[config.mk]
export PLATFORM = sky130hd
export DESIGN_NAME = tma_cdiv
export DESIGN_NICKNAME = d
export VERILOG_FILES = /design/src/rtl/core/tma_pkg.sv /design/src/rtl/core/tma_cdiv.sv
export SDC_FILE = /design/constraint.sdc
export NUM_CORES = 1
export LEC_CHECK = 0
export BUFFER_PORTS_ARGS = -buffer_cell sky130_fd_sc_hd__clkbuf_2
export CAP_MARGIN = 15
export CORE_AREA = 2 2 146 148
export CTS_BUF_LIST = sky130_fd_sc_hd__clkbuf_8
export CTS_CLUSTER_DIAMETER = 30
export DETAILED_ROUTE_END_ITERATION = 8
export DIE_AREA = 0 0 148 150
export PLACE_DENSITY = 0.75
export SLEW_MARGIN = 20
export SYNTH_ARGS = -nofsm -noshare
export SYNTH_HDL_FRONTEND = slang
export SYNTH_SLANG_ARGS = --single-unit
[constraint.sdc]
create_clock -name clk -period 11.2 [get_ports clk]
set_clock_uncertainty 0.15 [all_clocks]
set_input_delay 1.68 -clock clk [delete_from_list [all_inputs] [get_ports clk]]
set_output_delay 1.68 -clock clk [all_outputs]
set_load 0.01 [all_outputs]
[src/rtl/core/tma_pkg.sv]
// tma_pkg: shared types and constants of the triple moving average ordering block
// no dependencies; used by the channel interfaces and every module under rtl/core
`default_nettype none

package tma_pkg;

  // payload widths
  localparam int PRICE_W = 24;
  localparam int CODE_W  = 3;

  // nominal window lengths, shrunk to the long window when that is shorter
  localparam int SHORT_NOM = 15;
  localparam int MID_NOM   = 30;

  // ranking of the three averages (s = short, m = mid, l = long)
  typedef enum logic [CODE_W-1:0] {
    ORD_NONE = 3'd0,  // tie for the largest
    ORD_SML  = 3'd1,
    ORD_SLM  = 3'd2,
    ORD_MSL  = 3'd3,
    ORD_MLS  = 3'd4,
    ORD_LSM  = 3'd5,
    ORD_LMS  = 3'd6
  } order_code_t;

endpackage

`default_nettype wire

[src/rtl/core/tma_cdiv.sv]
// tma_cdiv: floor division of a window sum by a constant window length
// reciprocal multiply in one registered stage, then one correction step
// depends on tma_pkg
`default_nettype none

module tma_cdiv #(
  parameter int DIVISOR = 15,
  parameter int SUM_W   = 28
) (
  input  wire logic                        clk,
  input  wire logic                        adv,
  input  wire logic [SUM_W-1:0]            sum,
  output logic      [tma_pkg::PRICE_W-1:0] quot
);
  import tma_pkg::*;

  // floor(2^SUM_W / DIVISOR) underestimates the quotient by at most one
  localparam int              REC_W  = SUM_W - $clog2(DIVISOR) + 1;
  localparam longint unsigned REC    = (64'd1 << SUM_W) / DIVISOR;
  localparam int              PROD_W = SUM_W + REC_W;

  logic [PROD_W-1:0]  prod_r;
  logic [SUM_W-1:0]   sum_r;
  logic [PRICE_W-1:0] q_est;
  logic [SUM_W-1:0]   rem;

  // reciprocal product stage
  always_ff @(posedge clk) begin
    if (adv) begin
      prod_r <= PROD_W'(sum) * PROD_W'(REC_W'(REC));
      sum_r  <= sum;
    end
  end

  // estimate and one-step correction
  always_comb begin
    q_est = PRICE_W'(prod_r >> SUM_W);
    rem   = sum_r - SUM_W'(SUM_W'(q_est) * SUM_W'(DIVISOR));
    quot  = q_est + PRICE_W'(rem >= SUM_W'(DIVISOR));
  end

endmodule

`default_nettype wire

# Word level (Yosys, flattened, before mapping)
# Cells that the tools add are included.
# totals
elab_cells	7
output_inout_bits	24
input_bits	30
register_bits	80
# op_classes
n_mul	2
add_sub_neg	2
n_lt_le_gt_ge	1
# op_table
op	n
multiplier 28 x 25 -> 52 bit (second input constant)	1
>= comparator 28 x 4 -> 1 bit (second input constant)	1
multiplier 24 x 4 -> 28 bit (second input constant)	1
subtractor 28 bit	1
adder 24 x 1 -> 24 bit	1

# Longest topological paths before layout
# logic_depth
depth_word	4
depth_mapped	26
depth_no_buf	25

# Worst setup path before layout
# No wires, ideal clock.
# synth_timing
kind	register -> output
from	register prod_r[38]
to	output port quot[22] (netlist name)
path_slack_ns	3.819
n_path_buf	1
t_required_ns	9.370
arrival_ns	5.551
stages_incl_launch_ff	27
cell_sequence	edfxtp_1 -> inv_1 -> fa_1 -> inv_1 -> fa_1 -> fa_1 -> inv_1 -> ha_1 -> buf_6 -> nand2_1 -> o21ai_0 -> a2111oi_4 -> a31oi_4 -> o21ai_1 -> o21ai_1 -> a21oi_1 -> o21bai_1 -> xnor2_1 -> nand3_1 -> ha_1 -> and3_1 -> and3_1 -> nand3_1 -> nor2_1 -> and3_1 -> nand3_1 -> xnor2_1
# synth_between
elab_chain_len	4
# synth_lines
item	line_no	rtl
from (decl)	tma_cdiv.sv:22	logic [PROD_W-1:0] prod_r;
from (signal assigned)	tma_cdiv.sv:30	prod_r <= PROD_W'(sum) * PROD_W'(REC_W'(REC));
multiplier 24 x 4 -> 28 bit	tma_cdiv.sv:38	rem = sum_r - SUM_W'(SUM_W'(q_est) * SUM_W'(DIVISOR));
subtractor 28 bit	tma_cdiv.sv:38	
>= comparator 28 x 4 -> 1 bit	tma_cdiv.sv:39	quot = q_est + PRICE_W'(rem >= SUM_W'(DIVISOR));
adder 24 x 1 -> 24 bit *	tma_cdiv.sv:39	
to (decl)	tma_cdiv.sv:13	output logic [tma_pkg::PRICE_W-1:0] quot
# Mark *: on every way between the ends. The rest lies on a longest branch, timed or not.

# Worst setup path in the final report
# Ends and elaborated chain as after synthesis.

==> impl_metrics.env <==
export IMPL_cts_max_path_buffers=2
export IMPL_final_max_slew_viol_count=0
export IMPL_gp_congestion=0.9923
export IMPL_endpoint="quot[22]"
export IMPL_dr_wl_met3_microns=1303
export IMPL_syn_area_sq_mm=0.01210
export IMPL_synth_edff_count=52
export IMPL_antenna_found_initial=1
export IMPL_num_io_pins=54
export IMPL_crit_required_ns=9.37
export IMPL_period_share=0.7869
export IMPL_critPathKind="reg -> out"
export IMPL_synth_top_area_cell="fa_1"
export IMPL_synth_cell_type_count=73
export IMPL_relSlewSlack=0.5532
export IMPL_crit_family="adder cells"
export IMPL_ys_seq_elements=52
export IMPL_yosysSeqAreaShare=0.1290
export IMPL_final_hold_viol_count=0
export IMPL_clk_pin_slew_ns=0.09
export IMPL_avgSynthCellArea_sq_um=9.711
export IMPL_worst_pin_slew_ns=0.6685
export IMPL_drt_met1_wl_microns=11820
export IMPL_drt_vias_per_instance=5.668
export IMPL_yosys_warnings=0
export IMPL_crit_fanout=12
export IMPL_arrival_ns=6.98
export IMPL_wire_per_inst_microns=18.36
export IMPL_ctsResizeCount=0
export IMPL_dieArea_sq_mm=0.02220
export IMPL_syn_nets=1686
export IMPL_critPathCaptureType="output pin"
export IMPL_rsz0062_at_grt="false"
export IMPL_area_growth_pct=5.274
export IMPL_synthArstFlopShare=0
export IMPL_vias=8904
export IMPL_grt_start_max_net_pins=53
export IMPL_root_buffer="clkbuf_8"
export IMPL_synth_cells=1246
export IMPL_drc=0
export IMPL_grt_pass1_vias=9412
export IMPL_min_path_type="in -> reg"
export IMPL_grt_pass1_wl_microns=46970
export IMPL_critical_path_max_stage_delay_ns=0.53
export IMPL_synth_area_leaders="fa_1, ha_1, edfxtp_1, inv_1, xnor2_1"
export IMPL_numCtsBuffers=5
export IMPL_final_nets=1735
export IMPL_drt_iter0_markers=429
export IMPL_crit_buf_inv=4
export IMPL_critical_path_depth=26
export IMPL_h_tree_depth=2
export IMPL_yosys_top_cells_count="inv_1, ha_1, fa_1, a21oi_1, nand2_1"
export IMPL_fmax_mhz=113.5
export IMPL_dieWidth_microns=148
export IMPL_start_kind="register"
export IMPL_row_count=53
export IMPL_diodes=0
export IMPL_critPathLaunch="prod_r[38]$_DFFE_PP_"
export IMPL_synth_top_area_share=0.2680
export IMPL_initial_core_util=0.5848
export IMPL_period_needed_ns=8.814
export IMPL_die_y_microns=150
export IMPL_top_layer="met4"
export IMPL_drtPass1Iterations=5
export IMPL_postRouteAntennaNets=0
export IMPL_met2_length_microns=14400
export IMPL_cts_sinks=52
export IMPL_cts_tree="built"
export IMPL_post_cts_buffers=0
export IMPL_io_buffers=53
export IMPL_cap_violations=0
export IMPL_postRouteWirelength_microns=28850
export IMPL_worst_path_max_delay_cell="fa_1"
export IMPL_tns_ns=0
export IMPL_post_synth_top_count_cell="inv_1"
export IMPL_synth_flop_cell="edfxtp_1"
export IMPL_drive_gt1_frac=0.06096
export IMPL_cts_hold_fix_buffers=0
export IMPL_finalSetupViolations=0
export IMPL_grt_usage=0.2726
export IMPL_dp_final_hpwl_microns=25240
export IMPL_overflow=0
export IMPL_outcome="completed"
export IMPL_core_sq_mm=0.02069
## flip-flops by register name, indices dropped and copies added (netlist names)
name,count
prod_r,28
sum_r,24
## cell type report
cell class | count | area [sq um]
Sequential cell | 52 | 1562
Tap cell | 275 | 344.1
Clock buffer | 5 | 68.82
Multi-Input combinational cell | 887 | 9341
Fill cell | 1773 | 7951
Inverter | 295 | 1107
Clock inverter | 3 | 42.54
Timing Repair Buffer | 54 | 272.8
## kinds of logic (layout without fill, tap and decap cells)
group | Yosys count | after routing | synth area share
muxes | 4 | 4 | 0.003309
buffers and inverters | 307 | 357 | 0.09895
AOI/OAI and AO/OA | 206 | 206 | 0.1149
DFF | 52 | 52 | 0.1290
xor gates and xnor gates | 63 | 63 | 0.04560
and+or+nand+nor | 204 | 204 | 0.08376
adders and majority gates | 410 | 410 | 0.5245
## stage by stage
stage | setup slack (ns) | std cells | area [sq um] | util | hold WS, ns
2_1_floorplan | 3.819 | 1246 | 12100 | - | 1.629
3_3_place_gp | 2.977 | 1563 | 12630 | 0.6103 | 1.763
3_5_place_dp | 2.792 | 1563 | 12630 | 0.6103 | 1.765
4_1_cts | 2.436 | 1571 | 12740 | 0.6157 | 1.443
5_1_grt | 1.949 | 1571 | 12740 | 0.6157 | 1.445
6_report | 2.386 | 1571 | 12740 | 0.6157 | 1.449
## cells in the final DEF, fill, tap and decap left out, types with 30 or more instances in the layout
master,n
ha_1,248
edfxtp_1,52
fa_1,162
xnor2_1,45
a21oi_1,69
nand2_1,66
o21ai_0,30
clkbuf_2,53
inv_1,295
nor2_1,39
## per-layer routing
| layer | vias to the layer above | track usage |
|---|---|---|
| met1 | 4315 | 0.3404 |
| li1 | 4236 | - |
| met4 | 0 | 0.1224 |
| met2 | 282 | 0.4866 |
| met5 | - | 0 |
| met3 | 71 | 0.01860 |
## how the worst min path moves through the flow
stage	cells past startpoint	end	startpoint	slack (ns)
after global routing	1	prod_r[3]$_DFFE_PP_	sum[3]	1.44
final	1	prod_r[2]$_DFFE_PP_	sum[2]	1.45
after global placement	1	prod_r[3]$_DFFE_PP_	sum[3]	1.76
after floorplan	0	prod_r[0]$_DFFE_PP_	sum[0]	1.63
after detailed placement	1	prod_r[3]$_DFFE_PP_	sum[3]	1.77
after CTS	1	prod_r[3]$_DFFE_PP_	sum[3]	1.44
Power is left out: the tool's default activity adds up to more than one toggle a clock period on the data nets, which glitch-free logic cannot reach.
