$ cat src/rtl/core/tma_pkg.sv
// tma_pkg: shared types and constants of the triple moving average ordering block
// no dependencies; used by the channel interfaces and every module under rtl/core
`default_nettype none

package tma_pkg;

  // payload widths
  localparam int PRICE_W = 24;
  localparam int CODE_W  = 3;

  // nominal window lengths, shrunk to the long window when that is shorter
  localparam int SHORT_NOM = 15;
  localparam int MID_NOM   = 30;

  // ranking of the three averages (s = short, m = mid, l = long)
  typedef enum logic [CODE_W-1:0] {
    ORD_NONE = 3'd0,  // tie for the largest
    ORD_SML  = 3'd1,
    ORD_SLM  = 3'd2,
    ORD_MSL  = 3'd3,
    ORD_MLS  = 3'd4,
    ORD_LSM  = 3'd5,
    ORD_LMS  = 3'd6
  } order_code_t;

endpackage

`default_nettype wire

$ cat src/rtl/core/tma_cell.sv
// tma_cell: one stage of the price delay line, shifts toward older samples on a beat
// depends on tma_pkg
`default_nettype none

module tma_cell (
  input  wire logic                        clk,
  input  wire logic                        rst_n,
  input  wire logic                        shift,
  input  wire logic [tma_pkg::PRICE_W-1:0] d,
  output logic      [tma_pkg::PRICE_W-1:0] q
);
  import tma_pkg::*;

  logic [PRICE_W-1:0] price_r;
  logic [PRICE_W-1:0] price_nxt;

  // take the neighbor's sample on each accepted beat
  always_comb begin
    price_nxt = shift ? d : price_r;
  end

  always_ff @(posedge clk) begin
    if (!rst_n) begin
      price_r <= '0;
    end else begin
      price_r <= price_nxt;
    end
  end

  assign q = price_r;

endmodule

`default_nettype wire

$ cat config.mk
export PLATFORM = sky130hd
export DESIGN_NAME = tma_cell
export DESIGN_NICKNAME = d
export VERILOG_FILES = /design/src/rtl/core/tma_pkg.sv /design/src/rtl/core/tma_cell.sv
export SDC_FILE = /design/constraint.sdc
export NUM_CORES = 1
export LEC_CHECK = 0
export BUFFER_PORTS_ARGS = -buffer_cell sky130_fd_sc_hd__buf_2
export CAP_MARGIN = 20
export CORE_ASPECT_RATIO = 0.7
export CORE_MARGIN = 2
export CORE_UTILIZATION = 46
export DETAILED_ROUTE_END_ITERATION = 10
export PLACE_DENSITY = 0.81
export RECOVER_POWER = 25
export SLEW_MARGIN = 30
export SYNTH_ARGS = -nofsm -noshare
export SYNTH_HDL_FRONTEND = slang
export SYNTH_SLANG_ARGS = --single-unit
$ cat constraint.sdc
create_clock -name clk -period 2 [get_ports clk]
set_clock_uncertainty 0.1 [all_clocks]
set_input_delay 0.2 -clock clk [delete_from_list [all_inputs] [get_ports clk]]
set_output_delay 0.2 -clock clk [all_outputs]
set_load 0.005 [all_outputs]
-- Word level (Yosys, flattened, before mapping)
Index checks and enable logic that the tools add are counted.
- word-level logic and storage cells: 1
- output and inout port bits: 24
- register bits after elaboration: 24

-- Longest topological paths before layout
Gate-level depths: netlist of the first run.
- word-level depth: 0
- mapped depth: 4
- depth with buffers taken out: 2

-- Least setup slack after synthesis of the first run
OpenSTA, ideal clock, no wires.
- kind: input to register
- start: in shift
- end: reg price_r[10] (netlist: q[10])
- required time: 1.784 ns
- buffers on the path: 2
- setup time: 0.116 ns
- arrival time: 0.672 ns
- stages: 4
- setup slack: 1.112 ns
- cells stage by stage: buf_6 -> buf_12 -> mux2i_1 -> nor2b_1
- RTL lines (element ; line ; RTL):
    start, declared ; tma_cell.sv:8 ; input wire logic shift,
    end signal, assigned ; tma_cell.sv:26 ; price_r <= price_nxt;
    end, declared ; tma_cell.sv:14 ; logic [PRICE_W-1:0] price_r;

-- Worst setup path after layout of the first run
- start: reg price_r[11] (netlist: q[11])
- end: out q[11] in the netlist's numbering
- RTL lines (element ; line ; RTL):
    end, declared ; tma_cell.sv:10 ; output logic [tma_pkg::PRICE_W-1:0] q
No word-level cell between the ends.

==> results of run 1 <==
-- layout make-up --
| class | instances | area [um^2] | share of cell area, % |
|---|---|---|---|
| clock buffers | 3 | 22.5 | 1.92 |
| multi-input cells | 48 | 390 | 33.3 |
| repair buffers | 50 | 250 | 21.4 |
| well taps | 22 | 27.5 | 2.35 |
| flip-flops and latches | 24 | 480 | 41.0 |
-- placed cells by master (no fill, tap or decap) --
master	count
dfxtp_1	24
mux2i_1	24
clkbuf_4	3
buf_2	50
nor2b_1	24
-- path summary, 6_finish.rpt --
kind         start  cells after the start    end  slack (ns)
min          d[15]                      3  q[15]        0.05
max reg2reg  q[11]                      2  q[11]        1.26
max          q[11]                      1  q[11]        0.92
min reg2reg   q[5]                      2   q[5]        0.42
-- cells by family (layout without fill, tap and decap cells) --
kind of cell	count (synthesis)	in the layout	share of synthesized area, %
flops	24	24	51.7
simple gates	24	24	16.2
buf+inv	5	53	6.33
mux	24	24	25.8
-- per-stage QoR --
step	hold WS (ns)	util (%)	power, mW	cells
3_3_place_gp	0.355	60.9	0.649	144
6_report	0.0478	62.1	0.835	147
3_5_place_dp	0.365	60.9	0.654	144
2_1_floorplan	0.228	-	0.604	77
5_1_grt	0.0382	62.1	0.879	147
4_1_cts	0.0390	62.1	0.849	147
-- metal layers --
layer	part of all wire [%]	vias up
met5	0	-
met4	1.1	0
met3	6.1	2
met2	49	22
met1	44	308
li1	-	348
-- worst register-to-register path: cells and delay by family (launching register included) --
kind             cells  cell delay [ns]
AND/OR/NAND/NOR      1             0.14
flip-flops           1             0.37
multiplexers         1             0.07
-- power by group through the flow --
stage | Combinational (mW) | Clock (mW) | Sequential [mW]
2_1_floorplan | 0.0707 | 0 | 0.533
3_5_place_dp | 0.124 | 0 | 0.531
5_1_grt | 0.134 | 0.221 | 0.524
3_3_place_gp | 0.120 | 0 | 0.529
4_1_cts | 0.124 | 0.205 | 0.520
6_report | 0.122 | 0.193 | 0.520
==> qor.yml, run 1 <==
power:
  irDropWorstVdd_mv: 0.464
  p_sw_mw: 0.187
  p_per_area_nw_per_um2: 713
  p_leak_nw: 0.619
  p_seq_share_pct: 62.3
  internal_power_mw: 0.648
  clkPwrFrac_pct: 23.1
  swShare_pct: 22.4
  pwr-share-comb_pct: 14.6
clock_tree:
  cts_buffer_depth: 2
  cts_resized: 0
  cts_root_buffer: "clkbuf_4"
  cts_tree: "yes"
  clock_latency_ns: 0.29
  clock_sinks: 24
  ctsHoldBuffers: 0
  post_cts_buffers: 0
  htree_levels: 1
  numCtsBuffers: 3
  path_clk_slew_ns: 0.11
synth:
  ys_top_cells_by_count: "dfxtp_1, mux2i_1, nor2b_1"
  syn-num-nets: 104
  synth_warnings: 0
  ys_top_cells_by_area: "dfxtp_1, mux2i_1, nor2b_1, buf_12, buf_6"
  synth_seq_cells: 24
  syn_inst: 77
  ys_async_sr_fraction_pct: 0
  yosysTopAreaCell: "dfxtp_1"
  syn_area_per_cell_um2: 12.1
  netlist_area_um2: 930
  synth_enable_flop_cells: 0
  ys_seq_area_share_pct: 51.7
  synth_flop_cell: "dfxtp_1"
  synth_top_area_share_pct: 51.7
  synth_cell_types: 6
final_layout:
  area_delta_synth_final_pct: 26.0
  antennaDiodeCount: 0
  drive_gt1_share_pct: 42.4
  largest_register_ffs: 24
  nFillCells: 174
  num-nets-final: 154
  final_area_um2: 1170
die:
  chipHeight_um: 41.6
  die_area_um2: 2400
  coreArea_um2: 1890
  num_rows: 13
  die_x_um: 57.7
  io_pins: 51
  initial_core_util_pct: 49.3
timing:
  finalSetupViolations: 0
  fmax_mhz: 923
  fin_crit_ns: 1.08
  tightest_slew_ns: 0.678
  relSlewSlack_pct: 54.8
  period_share_pct: 54.2
  hold_violations: 0
  rsz0062_at_grt: "false"
  worst_slack_ns: 0.917
  setup-tns-final_ns: 0
  slew_violations: 0
critical_path:
  cp_data_required_time_ns: 1.70
  cp_top_family: "flip-flops"
  arrival_ns: 0.78
  critPathSlowestCell: "dfxtp_1"
  worstPathCellList: "buf_2"
  cp-end-kind: "primary output"
  critPathMaxStageDelay_ns: 0.37
  crit_type: "reg2out"
  critPathBufInv: 1
  cp-start-kind: "register"
  critPathMaxFanout: 2
global_routing:
  busiest_layer: "met2"
  met3_usage_pct: 4.67
  grt_pass1_wl_um: 2610
  grt_use_met2_pct: 23.4
  grt_util_all_layers_pct: 14.0
  grt_antenna_before_repair: 0
  grt_pass1_vias: 609
  grt_max_degree: 25
  use_met1_pct: 16.5
  overflow: 0
drt:
  wirelength_um: 1680
  drtIter0Drc: 18
  wl_per_cell_um: 11.4
  vias: 680
  first_pass_iters: 2
  drc_errors: 0
  viasPerCell: 4.63
  antenna_left: 0
place:
  hpwl_um: 1240
  dpl_cell_area_um2: 1150
  port_buffers: 50
  dpl_worst_slack_ns: 0.683
  gp_congestion: 0.616
min_path:
  hold_path_class: "in2reg"
outcome:
  status: "complete, no violations"
job:
  drv_cap: 0
No activity file was read; power rests on OpenSTA's default activity.
==> inputs of run 2 (changes only) <==
--- a/config.mk
+++ b/config.mk
@@ -5,13 +5,14 @@
 export SDC_FILE = /design/constraint.sdc
 export NUM_CORES = 1
 export LEC_CHECK = 0
+export ABC_AREA = 1
 export BUFFER_PORTS_ARGS = -buffer_cell sky130_fd_sc_hd__buf_2
 export CAP_MARGIN = 20
 export CORE_ASPECT_RATIO = 0.7
 export CORE_MARGIN = 2
-export CORE_UTILIZATION = 46
+export CORE_UTILIZATION = 43
 export DETAILED_ROUTE_END_ITERATION = 10
-export PLACE_DENSITY = 0.81
+export PLACE_DENSITY = 0.76
 export RECOVER_POWER = 25
 export SLEW_MARGIN = 30
 export SYNTH_ARGS = -nofsm -noshare
==> constraint.sdc (replaced) <==
create_clock -name clk -period 1 [get_ports clk]
set_clock_uncertainty 0.1 [all_clocks]
set_input_delay 0.1 -clock clk [delete_from_list [all_inputs] [get_ports clk]]
set_output_delay 0.1 -clock clk [all_outputs]
set_load 0.005 [all_outputs]
==> qor.yml, run 2 <==
synth:
  yosysTopAreaCell: "dfxtp_1"
  syn_area_per_cell_um2: 6.50
  netlist_area_um2: 981
  ys_async_sr_fraction_pct: 0
  ys_seq_area_share_pct: 49.0
  ys_top_cells_by_count: "nand2_1, nor2_1, dfxtp_1, inv_1, buf_2"
  syn-num-nets: 178
  synth_flop_cell: "dfxtp_1"
  ys_top_cells_by_area: "dfxtp_1, nand2_1, nor2_1, inv_1, buf_6"
  synth_enable_flop_cells: 0
  synth_warnings: 0
  syn_inst: 151
  synth_seq_cells: 24
  synth_cell_types: 7
  synth_top_area_share_pct: 49.0
drt:
  first_pass_iters: 6
  viasPerCell: 4.15
  drtIter0Drc: 46
  wirelength_um: 2290
  drc_errors: 0
  vias: 1053
  antenna_left: 0
  wl_per_cell_um: 9.02
min_path:
  hold_path_class: "in2reg"
  hp-start: "rst_n"
  holdPathStages: 3
  min_to: "q[1]"
die:
  die_area_um2: 2690
  initial_core_util_pct: 45.5
  io_pins: 51
  die_x_um: 61.1
  chipHeight_um: 44.0
  num_rows: 14
  coreArea_um2: 2150
critical_path:
  cp_top_family: "flip-flops"
  rr_worst_depth: 2
  cp_data_required_time_ns: 0.80
  critPathMaxStageDelay_ns: 0.35
  critPathSlowestCell: "dfxtp_1"
  r2r_end: "q[7]"
  critPathMaxFanout: 2
  r2r_start: "q[7]"
  crit_type: "reg2out"
  worstPathCellList: "buf_2"
  r2r_slack_ns: 0.32
  critPathBufInv: 1
  cp-start-kind: "register"
  arrival_ns: 0.77
  cp-end-kind: "primary output"
job:
  drv_cap: 0
global_routing:
  grt_antenna_before_repair: 0
  met3_usage_pct: 5.97
  grt_pass1_vias: 923
  grt_pass1_wl_um: 3610
  busiest_layer: "met2"
  use_met1_pct: 20.7
  overflow: 0
  grt_use_met2_pct: 31.5
  grt_max_degree: 49
  grt_util_all_layers_pct: 17.6
power:
  power_mw: 1.84
  p_leak_nw: 0.898
  p_per_area_nw_per_um2: 1200
  irDropWorstVdd_mv: 0.760
place:
  gp_congestion: 0.698
  port_buffers: 50
  hpwl_um: 1390
final_layout:
  largest_register_ffs: 24
  final_common_cell: "buf_2"
  final_cell_mix: "buf_2, nor2_1, nand2_1"
  drive_gt1_share_pct: 32.0
  num-nets-final: 251
  final_core_util_pct: 71.1
  antennaDiodeCount: 0
  nFillCells: 184
  area_delta_synth_final_pct: 56.1
timing:
  setup-tns-final_ns: 0
  tightest_slew_ns: 0.399
  rsz0062_at_grt: "true"
  finalSetupViolations: 0
  hold_violations: 0
  fmax_mhz: 1030
  fin_crit_ns: 0.972
  relSlewSlack_pct: 73.4
  period_share_pct: 97.2
  slew_violations: 0
clock_tree:
  htree_levels: 1
  clock_sinks: 24
  clock_latency_ns: 0.30
  cts_buffer_depth: 2
  path_clk_slew_ns: 0.12
  cts_tree: "yes"
  numCtsBuffers: 3
  cts_root_buffer: "clkbuf_4"
outcome:
  status: "complete, no violations"
run 2: changes by cell type after synthesis, sizes merged:
cell / delta
buf: +4
clkbuf: -2
inv: +24
mux2i: -24
nand2: +48
nor2: +48
nor2b: -24
run 2: cells by family (layout without fill, tap and decap cells):
logic type	count (synthesis)	after routing	share of synthesized area, %
flops	24	24	49.0
simple gates	96	96	36.7
buf+inv	31	102	14.3
run 2: how the worst max path moves through the flow:
stage                     depth (start not counted)    end   from
final                                             1   q[3]   q[3]
after global routing                              1  q[10]  q[10]
after detailed placement                          3   q[7]  rst_n
after CTS                                         1  q[15]  q[15]
after floorplan                                   4  q[10]  shift
after global placement                            3  q[14]  rst_n
run 2: repair_timing:
action | 4_1_cts | 5_1_grt
endpoints found under the setup margin | 0 | 17
hold buffers | 24 | 0
setup buffers | 0 | 0
resized for setup | 0 | 18
endpoints found under the hold margin | 24 | 0
run 2: tightest hold or removal path, delay by kind of cell:
kind                   cells  cell delay (ns)
AND/OR/NAND/NOR            2             0.15
buffers and inverters      1             0.23
run 2: power by group:
group	internal [mW]	switching, mW
combinational	0.206	0.165
sequential	1.03	0.0320
clock	0.141	0.263
run 2: stage by stage:
step                setup WS (ns)  instance area (um^2)  std cells  hold WS, ns
floorplan                   0.282                   981        151        0.120
global placement            0.202                  1240        227        0.279
detailed placement          0.173                  1240        227        0.292
CTS                       0.00524                  1500        254       0.0927
global route             -0.00972                  1530        254        0.112
finish                     0.0279                  1530        254       0.0947
run 2: per-layer routing:
layer,wire length (um),part of all wire (%)
met3,130,5.7
met5,0,0
met2,1200,52
met1,950,41
met4,13,0.57
run 2: final cells by class:
| type | count | area, um^2 | share of cell area, % |
|---|---|---|---|
| clock buffer | 3 | 22.5 | 1.47 |
| sequential | 24 | 502 | 32.8 |
| tap | 32 | 40.0 | 2.61 |
| multi-input combinational | 96 | 360 | 23.5 |
| inverter | 24 | 90.1 | 5.88 |
| timing repair buffer | 75 | 517 | 33.7 |
