--- config.mk ---
export PLATFORM = sky130hd
export DESIGN_NAME = tma_rank
export DESIGN_NICKNAME = d
export VERILOG_FILES = /design/src/rtl/core/tma_pkg.sv /design/src/rtl/core/tma_rank.sv
export SDC_FILE = /design/constraint.sdc
export NUM_CORES = 1
export LEC_CHECK = 0
export BUFFER_PORTS_ARGS = -buffer_cell sky130_fd_sc_hd__buf_2
export CORE_ASPECT_RATIO = 2
export CORE_MARGIN = 2
export CORE_UTILIZATION = 45
export DETAILED_ROUTE_END_ITERATION = 10
export SYNTH_ARGS = -nofsm -noshare
export SYNTH_HDL_FRONTEND = slang
export SYNTH_SLANG_ARGS = --single-unit
--- constraint.sdc ---
create_clock -name clk -period 3.8 [get_ports clk]
set_input_delay 0.38 -clock clk [delete_from_list [all_inputs] [get_ports clk]]
set_output_delay 0.38 -clock clk [all_outputs]
set_load 0.005 [all_outputs]
--- src/rtl/core/tma_pkg.sv ---
// tma_pkg: shared types and constants of the triple moving average ordering block
// no dependencies; used by the channel interfaces and every module under rtl/core
`default_nettype none

package tma_pkg;

  // payload widths
  localparam int PRICE_W = 24;
  localparam int CODE_W  = 3;

  // nominal window lengths, shrunk to the long window when that is shorter
  localparam int SHORT_NOM = 15;
  localparam int MID_NOM   = 30;

  // ranking of the three averages (s = short, m = mid, l = long)
  typedef enum logic [CODE_W-1:0] {
    ORD_NONE = 3'd0,  // tie for the largest
    ORD_SML  = 3'd1,
    ORD_SLM  = 3'd2,
    ORD_MSL  = 3'd3,
    ORD_MLS  = 3'd4,
    ORD_LSM  = 3'd5,
    ORD_LMS  = 3'd6
  } order_code_t;

endpackage

`default_nettype wire

--- src/rtl/core/tma_rank.sv ---
// tma_rank: orders the three exact averages by cross-multiplied window sums
// registered products, then compares and code selection; depends on tma_pkg
`default_nettype none

module tma_rank #(
  parameter int SL  = 15,
  parameter int ML  = 30,
  parameter int LW  = 60,
  parameter int S_W = 28,
  parameter int M_W = 29,
  parameter int L_W = 30
) (
  input  wire logic                 clk,
  input  wire logic                 adv,
  input  wire logic [S_W-1:0]       es,
  input  wire logic [M_W-1:0]       em,
  input  wire logic [L_W-1:0]       el,
  output tma_pkg::order_code_t      code
);
  import tma_pkg::*;

  localparam int PW = L_W + $clog2(LW + 1);

  logic [PW-1:0] p_sm_r, p_ms_r, p_sl_r, p_ls_r, p_ml_r, p_lm_r;
  logic          gt_sm, gt_ms, gt_sl, gt_ls, gt_ml, gt_lm;

  // sums scaled pairwise to a common denominator
  always_ff @(posedge clk) begin
    if (adv) begin
      p_sm_r <= PW'(es) * PW'(ML);
      p_ms_r <= PW'(em) * PW'(SL);
      p_sl_r <= PW'(es) * PW'(LW);
      p_ls_r <= PW'(el) * PW'(SL);
      p_ml_r <= PW'(em) * PW'(LW);
      p_lm_r <= PW'(el) * PW'(ML);
    end
  end

  // strict pairwise orderings and the resulting code
  always_comb begin
    gt_sm = p_sm_r > p_ms_r;
    gt_ms = p_ms_r > p_sm_r;
    gt_sl = p_sl_r > p_ls_r;
    gt_ls = p_ls_r > p_sl_r;
    gt_ml = p_ml_r > p_lm_r;
    gt_lm = p_lm_r > p_ml_r;
    code  = ORD_NONE;
    if (gt_sm && gt_sl) begin
      code = gt_ml ? ORD_SML : ORD_SLM;
    end else if (gt_ms && gt_ml) begin
      code = gt_sl ? ORD_MSL : ORD_MLS;
    end else if (gt_lm && gt_ls) begin
      code = gt_sm ? ORD_LSM : ORD_LMS;
    end
  end

endmodule

`default_nettype wire
# Word level (Yosys, flattened, before mapping)
# Index checks and enable logic that the tools add are counted.
# classes
n_mux,6
reduce_logical,3
magnitude_cmp,6
mul,6
# ops
op,n
35-bit > comparator,2
34-bit > comparator,2
30-bit by 4-bit multiplier with 34-bit output (second input constant),2
33-bit > comparator,2
29-bit by 4-bit multiplier with 33-bit output (second input constant),2
28-bit by 4-bit multiplier with 32-bit output (second input constant),2
3-bit 2-to-1 mux,4
2-bit 2-to-1 mux,2
1-bit logical AND,3
# word_totals
output_inout_bits,3
regBits,198
elab_cells,27

# Logic depth before layout (Yosys ltp)
# Gate-level depths: netlist of run 1.
# logic_depth
depth_word,5
depth_mapped,14

# Least setup slack after synthesis of run 1
# Ideal clock, no wire load.
# synth_timing
kind,input -> register
from,input port es[14]
to,"register p_sm_r[32], data pin"
arrival_time_ns,3.600
setup_slack_ns,-0.058
n_path_buf,0
cell_stages,13
setup_ns,0.258
path_cell_list,inv_1 -> fa_1 -> fa_1 -> inv_1 -> ha_1 -> nand3_1 -> or3_1 -> or4_1 -> nor3_2 -> o41a_2 -> a41oi_2 -> a31o_1 -> xnor2_1
# synth_between
elab_chain_cells,1
# synth_lines
item,line,source
start: declaration,tma_rank.sv:15,"input wire logic [S_W-1:0] es,"
28-bit by 4-bit multiplier with 32-bit output,tma_rank.sv:30,p_sm_r <= PW'(es) * PW'(ML);
end signal: assignment,tma_rank.sv:30,
end: declaration,tma_rank.sv:24,"logic [PW-1:0] p_sm_r, p_ms_r, p_sl_r, p_ls_r, p_ml_r, p_lm_r;"
# Every way passes these cells.
# A chain may end at the register's enable or synchronous reset.

# Worst setup path in the final report of run 1
# layout_timing
from,register p_sm_r[14]
to,output port code[0]
# layout_between
elab_chain_cells,5
word_cells_on_any_way,8
cone_classes,2 x order compare; 4 x mux; 2 x reduce/logical
# layout_lines
item,line,source
33-bit > comparator,tma_rank.sv:41,gt_sm = p_sm_r > p_ms_r;
2-bit 2-to-1 mux,tma_rank.sv:53,code = gt_sm ? ORD_LSM : ORD_LMS;
3-bit 2-to-1 mux,tma_rank.sv:52,end else if (gt_lm && gt_ls) begin
3-bit 2-to-1 mux,tma_rank.sv:50,end else if (gt_ms && gt_ml) begin
3-bit 2-to-1 mux *,tma_rank.sv:48,if (gt_sm && gt_sl) begin
end: declaration,tma_rank.sv:18,output tma_pkg::order_code_t code
# Mark *: on every way between the ends. The rest lies on a longest branch, timed or not.

==> results of run 1 <==
what timing repair did:
item | 4_1_cts | 5_1_grt
buffers inserted | 0 | 2
resized for setup | 1 | 26
pin swaps | 0 | 15
setup endpoints to repair | 1 | 18
power groups by stage:
stage	combinational (mW)	clock (mW)	sequential, mW
after global placement	6.50	0	2.35
after detailed placement	6.73	0	2.35
after CTS	6.79	0.988	2.33
after floorplan	4.58	0	2.11
final	6.83	0.973	2.31
after global routing	7.80	1.02	2.35
flip-flops by register name, indices dropped and copies added (netlist names):
| signal | count |
|---|---|
| p_lm_r | 34 |
| p_ml_r | 33 |
| p_sm_r | 32 |
per-layer routing:
| metal | up-vias | global-route usage [%] | routed length (um) |
|---|---|---|---|
| met1 | 5420 | 18.8 | 10400 |
| met2 | 129 | 43.9 | 19700 |
| met5 | - | 0 | 0 |
| met3 | 56 | 1.45 | 446 |
| met4 | 0 | 7.80 | 1180 |
| li1 | 5540 | - | - |
cell usage after synthesis, drive strengths merged, types with 9 or more instances:
master and number:
nor2 57, o21bai 10, nor3 24, ha 205
o21a 16, and3 10, a21oi 96, o31ai 9
a211oi 14, nand4 29, nand3 19, edfxtp 99
a21o 74, inv 340, fa 165, xor2 22
nand2b 9, o21ai 50, xnor2 52, nand2 42
nor2b 11
per-stage QoR:
step	util, %	area, um2	std cells
global route	55.8	17200	2190
global placement	54.4	16800	2172
floorplan	-	14200	1448
CTS	55.4	17100	2188
detailed placement	54.4	16800	2172
finish	55.8	17200	2190
layout by cell type (no fill, tap or decap), types with 6 or more instances in the layout:
master,synthesis,final
a211oi_1,14,13
a21o_1,74,74
a21oi_1,96,95
a31oi_1,7,7
and3_1,10,10
buf_2,0,88
buf_4,0,222
clkbuf_16,0,9
edfxtp_1,99,99
fa_1,165,165
ha_1,205,203
inv_1,340,335
nand2_1,42,42
nand2b_1,9,9
nand3_1,19,18
nand4_1,29,29
nor2_1,57,57
nor2b_1,11,11
nor3_1,23,20
o211ai_1,6,6
o21a_1,16,16
o21ai_0,49,45
o21bai_1,10,10
o31ai_1,9,7
or2_2,8,8
or3_1,8,7
xnor2_1,52,52
xor2_1,22,22
path summary, 6_finish.rpt:
kind | start | to | slack [ps] | cells past startpoint
min | es[0] | p_sm_r[1]$_DFFE_PP_ | 340 | 2
max | p_sm_r[14]$_DFFE_PP_ | code[0] | 80 | 10
cell families after synthesis:
| family | after synthesis | synth area share (%) |
|---|---|---|
| adder cells (fa/ha/maj) | 370 | 41.5 |
| buffers and inverters | 344 | 9.13 |
| AO/OA/AOI/OAI | 322 | 15.0 |
| AND/OR/NAND/NOR | 237 | 8.61 |
| flip-flops | 99 | 21.0 |
| XOR/XNOR | 74 | 4.58 |
| multiplexers | 2 | 0.142 |
critical path, cell delays in order, from the launching register on:
cell,delay [ps]
edfxtp_1,440
inv_1,140
ha_1,260
a21o_1,180
a21o_1,170
a21oi_1,140
o21ai_0,90
o31a_1,310
or4b_1,610
o31ai_2,440
buf_2,190
layout make-up:
| cell class | count | area, um2 |
|---|---|---|
| clock buffer | 9 | 225 |
| clock inverter | 7 | 87.6 |
| fill | 2854 | 13600 |
| inverter | 340 | 1290 |
| multi-input combinational | 1005 | 10000 |
| sequential | 99 | 2970 |
| tap | 418 | 523 |
| timing repair buffer | 312 | 2130 |
==> impl_metrics.yaml, run 1 <==
timing:
  layout_setup_ws_ps: 82.4
  whs_ps: 340
  final-hold-violation-count: 0
  maxSlewHeadroom_pct: 40.8
  max_freq_mhz: 269
  worst_slew_pin_slew_ps: 887
  drv_slew: 0
  tns_ps: 0
  setup_violations: 0
  rsz0062_at_grt: "yes"
  timing.final.crit_share_pct: 97.8
  min_period_ps: 3720
route:
  postRouteWirelength_mm: 31.7
  postRouteAntennaNets: 0
  drcViolationCount: 0
  dr.pass1.iters: 5
  drt_iter0_drc: 312
  vias: 11100
  vias_per_cell: 5.09
  wire_per_inst_um: 14.5
global_route:
  overflow: 0
  grt_use_total_pct: 20.4
  grt_first_pass_wirelength_mm: 53.7
  antenna_found_initial: 0
  grt_pass1_vias: 12200
  grt_max_degree: 69
die:
  die_w_um: 129
  io_pins: 92
  core-area_um2: 30900
  initial_core_util_pct: 45.8
  die_height_um: 255
  dieArea_um2: 32900
  placementRows: 91
synth:
  async_flop_share_pct: 0
  synth_cell_types: 61
  synth_ff_type: "edfxtp_1"
  ys_ff_latch: 99
  synth-edff-count: 99
  syn_avg_cell_area_um2: 9.76
  yosys-top-cells-area: "fa_1 23%, edfxtp_1 21%, ha_1 18%"
  synth_top_cell_area_share_pct: 23.4
  yosys_warnings: 0
  syn_area_um2: 14100
  yosysTopAreaCell: "fa_1"
  syn_nets: 1907
  synth_seq_area_share_pct: 21.0
  syn_inst: 1448
placement:
  hpwlAfterDp_mm: 28.1
  place_ws_ps: -269
  gp_congestion: 0.868
  port_buffers: 91
flow_run:
  max_cap_viol_count: 0
clock_network:
  numCtsBuffers: 9
  cts_tree: "built"
  root_buffer: "clkbuf_16"
  cts_buffer_depth: 2
  cts.sinks: 99
  clk_pin_slew_ps: 70
  htreeDepth: 3
  ctsHoldBuffers: 0
finish:
  area_delta_synth_final_pct: 21.9
  drive_gt1_share_pct: 20.5
  nets: 2226
  antenna_cells: 0
power:
  p_sw_share_pct: 42.6
  worst_ir_drop_vdd_mv: 0.280
  power_frac_comb_pct: 67.5
  internal_power_mw: 5.80
  p_seq_share_pct: 22.8
  p_total_mw: 10.1
  p_leak_nw: 8.89
  p_clk_share_pct: 9.6
  powerDensity_nw_per_um2: 587
  p_sw_mw: 4.31
setup_path:
  path_class: "flip-flop to output port"
  crit_fanout: 3
  cp_data_required_time_ps: 3420
  cp-end-kind: "output port"
  arrival_ps: 3340
  startpoint_type: "flip-flop"
min_path:
  hp-class: "input pin to flip-flop"
run_status:
  status: "finished clean"
No activity file was read; power rests on OpenSTA's default activity.
==> run 2, diff against run 1 <==
--- a/config.mk
+++ b/config.mk
@@ -6,6 +6,7 @@
 export NUM_CORES = 1
 export LEC_CHECK = 0
 export BUFFER_PORTS_ARGS = -buffer_cell sky130_fd_sc_hd__buf_2
+export CAP_MARGIN = 20
 export CORE_ASPECT_RATIO = 2
 export CORE_MARGIN = 2
 export CORE_UTILIZATION = 45
==> constraint.sdc (replaced) <==
create_clock -name clk -period 3.8 [get_ports clk]
set_input_delay 0.19 -clock clk [delete_from_list [all_inputs] [get_ports clk]]
set_output_delay 0.19 -clock clk [all_outputs]
set_load 0.005 [all_outputs]
==> run 2 against run 1 <==
Effect of this change:
- combinational power is 7.0% lower
- sequential cell count stayed put
- first-iteration DRC count is 26% higher
- fmax is 2.8% higher
- non-clock buffer count is 91 lower
- design area is 4.9% lower
- setup slack better by 100 ps
- largest power group unchanged
==> impl_metrics.yaml, run 2 (synthesis results as in run 1) <==
run_status:
  status: "finished clean"
flow_run:
  max_cap_viol_count: 0
timing:
  final-hold-violation-count: 0
  maxSlewHeadroom_pct: 47.7
  worst_slew_pin_slew_ps: 785
  min_period_ps: 3620
  setup_violations: 0
  timing.final.crit_share_pct: 95.1
  drv_slew: 0
  max_freq_mhz: 277
  whs_ps: 74.7
  tns_ps: 0
  layout_setup_ws_ps: 185
  rsz0062_at_grt: "no"
die:
  placementRows: 91
  dieArea_um2: 32900
  die_height_um: 255
  die_w_um: 129
  io_pins: 92
  core-area_um2: 30900
  initial_core_util_pct: 45.8
placement:
  gp_congestion: 0.858
  place_ws_ps: -102
  port_buffers: 91
  place_area_um2: 16100
  dpl.cell_count: 2083
  hpwlAfterDp_mm: 27.1
setup_path:
  cp-end-kind: "output port"
  arrival_ps: 3430
  path_class: "flip-flop to output port"
  critPathTopFamily: "compound AO/OA/AOI/OAI gates"
  cp_data_required_time_ps: 3610
  startpoint_type: "flip-flop"
  cp_common_cell: "a21o_1"
  cpMaxStageDelayCell: "or4b_1"
  cpPeakStageDelay_ps: 600
  crit_fanout: 3
  crit_chain: "inv_1, ha_1, a21o_1, a21o_1, a21oi_1, o21ai_0, o31a_1, or4b_1, o31ai_1, buf_2"
  path_buf_inv: 2
global_route:
  grt_use_total_pct: 19.8
  overflow: 0
  grt_max_degree: 59
  grt_first_pass_wirelength_mm: 51.9
  grt_pass1_vias: 11600
  antenna_found_initial: 0
power:
  power_frac_comb_pct: 66.2
  worst_ir_drop_vdd_mv: 0.280
  powerDensity_nw_per_um2: 585
  p_sw_mw: 4.18
  p_sw_share_pct: 43.6
  internal_power_mw: 5.40
  p_clk_share_pct: 9.7
  p_seq_share_pct: 24.0
  p_leak_nw: 8.43
  p_total_mw: 9.59
clock_network:
  clk_pin_slew_ps: 70
  numCtsBuffers: 9
  cts_setup_buffers: 0
  cts.sinks: 99
  htreeDepth: 3
  root_buffer: "clkbuf_16"
  cts_buffer_depth: 2
  cts_tree: "built"
  ctsHoldBuffers: 0
finish:
  final_common_cell: "inv_1"
  layout_common_cells: "340 x inv_1, 205 x ha_1, 165 x fa_1"
  final_util_pct: 53.1
  drive_gt1_share_pct: 15.2
  final_cell_count_no_fill: 2099
  nets: 2135
  regArea_um2: 2970
  regMostFlops: "p_lm_r"
  largest_reg_flops: 34
  finalInstanceArea_um2: 16400
  area_delta_synth_final_pct: 15.9
  multi_input_area_um2: 9890
  largestRegisters: "p_lm_r: 34 flops, p_ml_r: 33 flops, p_sm_r: 32 flops"
  fillers: 2977
  antenna_cells: 0
route:
  wire_per_inst_um: 14.7
  vias_per_cell: 5.11
  vias: 10700
  drt_iter0_drc: 392
  postRouteWirelength_mm: 30.8
  dr.pass1.iters: 4
  postRouteAntennaNets: 0
  drcViolationCount: 0
min_path:
  hp-class: "input pin to flip-flop"
[run 2: area by class of cell]
type | instances | share of cell area (%)
multi-input cells | 1005 | 60.3
flip-flops and latches | 99 | 18.1
repair buffers | 221 | 8.75
inverters | 340 | 7.79
well taps | 418 | 3.19
clock buffers | 9 | 1.37
clock inverters | 7 | 0.443
[run 2: power by group through the flow]
stage | sequential [mW] | clock (mW) | combinational [mW]
2_1_floorplan | 2.11 | 0 | 4.57
3_3_place_gp | 2.34 | 0 | 6.16
3_5_place_dp | 2.35 | 0 | 6.36
4_1_cts | 2.32 | 0.952 | 6.41
5_1_grt | 2.34 | 0.987 | 7.29
6_report | 2.30 | 0.932 | 6.35
[run 2: repair_timing]
| item | CTS | global route |
|---|---|---|
| resized for setup | 0 | 3 |
| setup endpoints to repair | 0 | 3 |
| endpoints found under the hold margin | 0 | 0 |
[run 2: layer usage]
| metal | vias to the layer above | share of wire (%) | global-route usage (%) |
|---|---|---|---|
| met5 | - | 0 | 0 |
| met2 | 114 | 62 | 42.9 |
| met3 | 54 | 1.6 | 1.28 |
| met1 | 5200 | 33 | 18.5 |
| li1 | 5355 | - | - |
| met4 | 0 | 3.1 | 6.43 |
[run 2: worst paths after layout]
check / start / endpoint / slack [ps] / cells after the start
hold / removal: es[0] / p_sm_r[1]$_DFFE_PP_ / 70 / 1
setup / recovery: p_sm_r[14]$_DFFE_PP_ / code[0] / 180 / 10
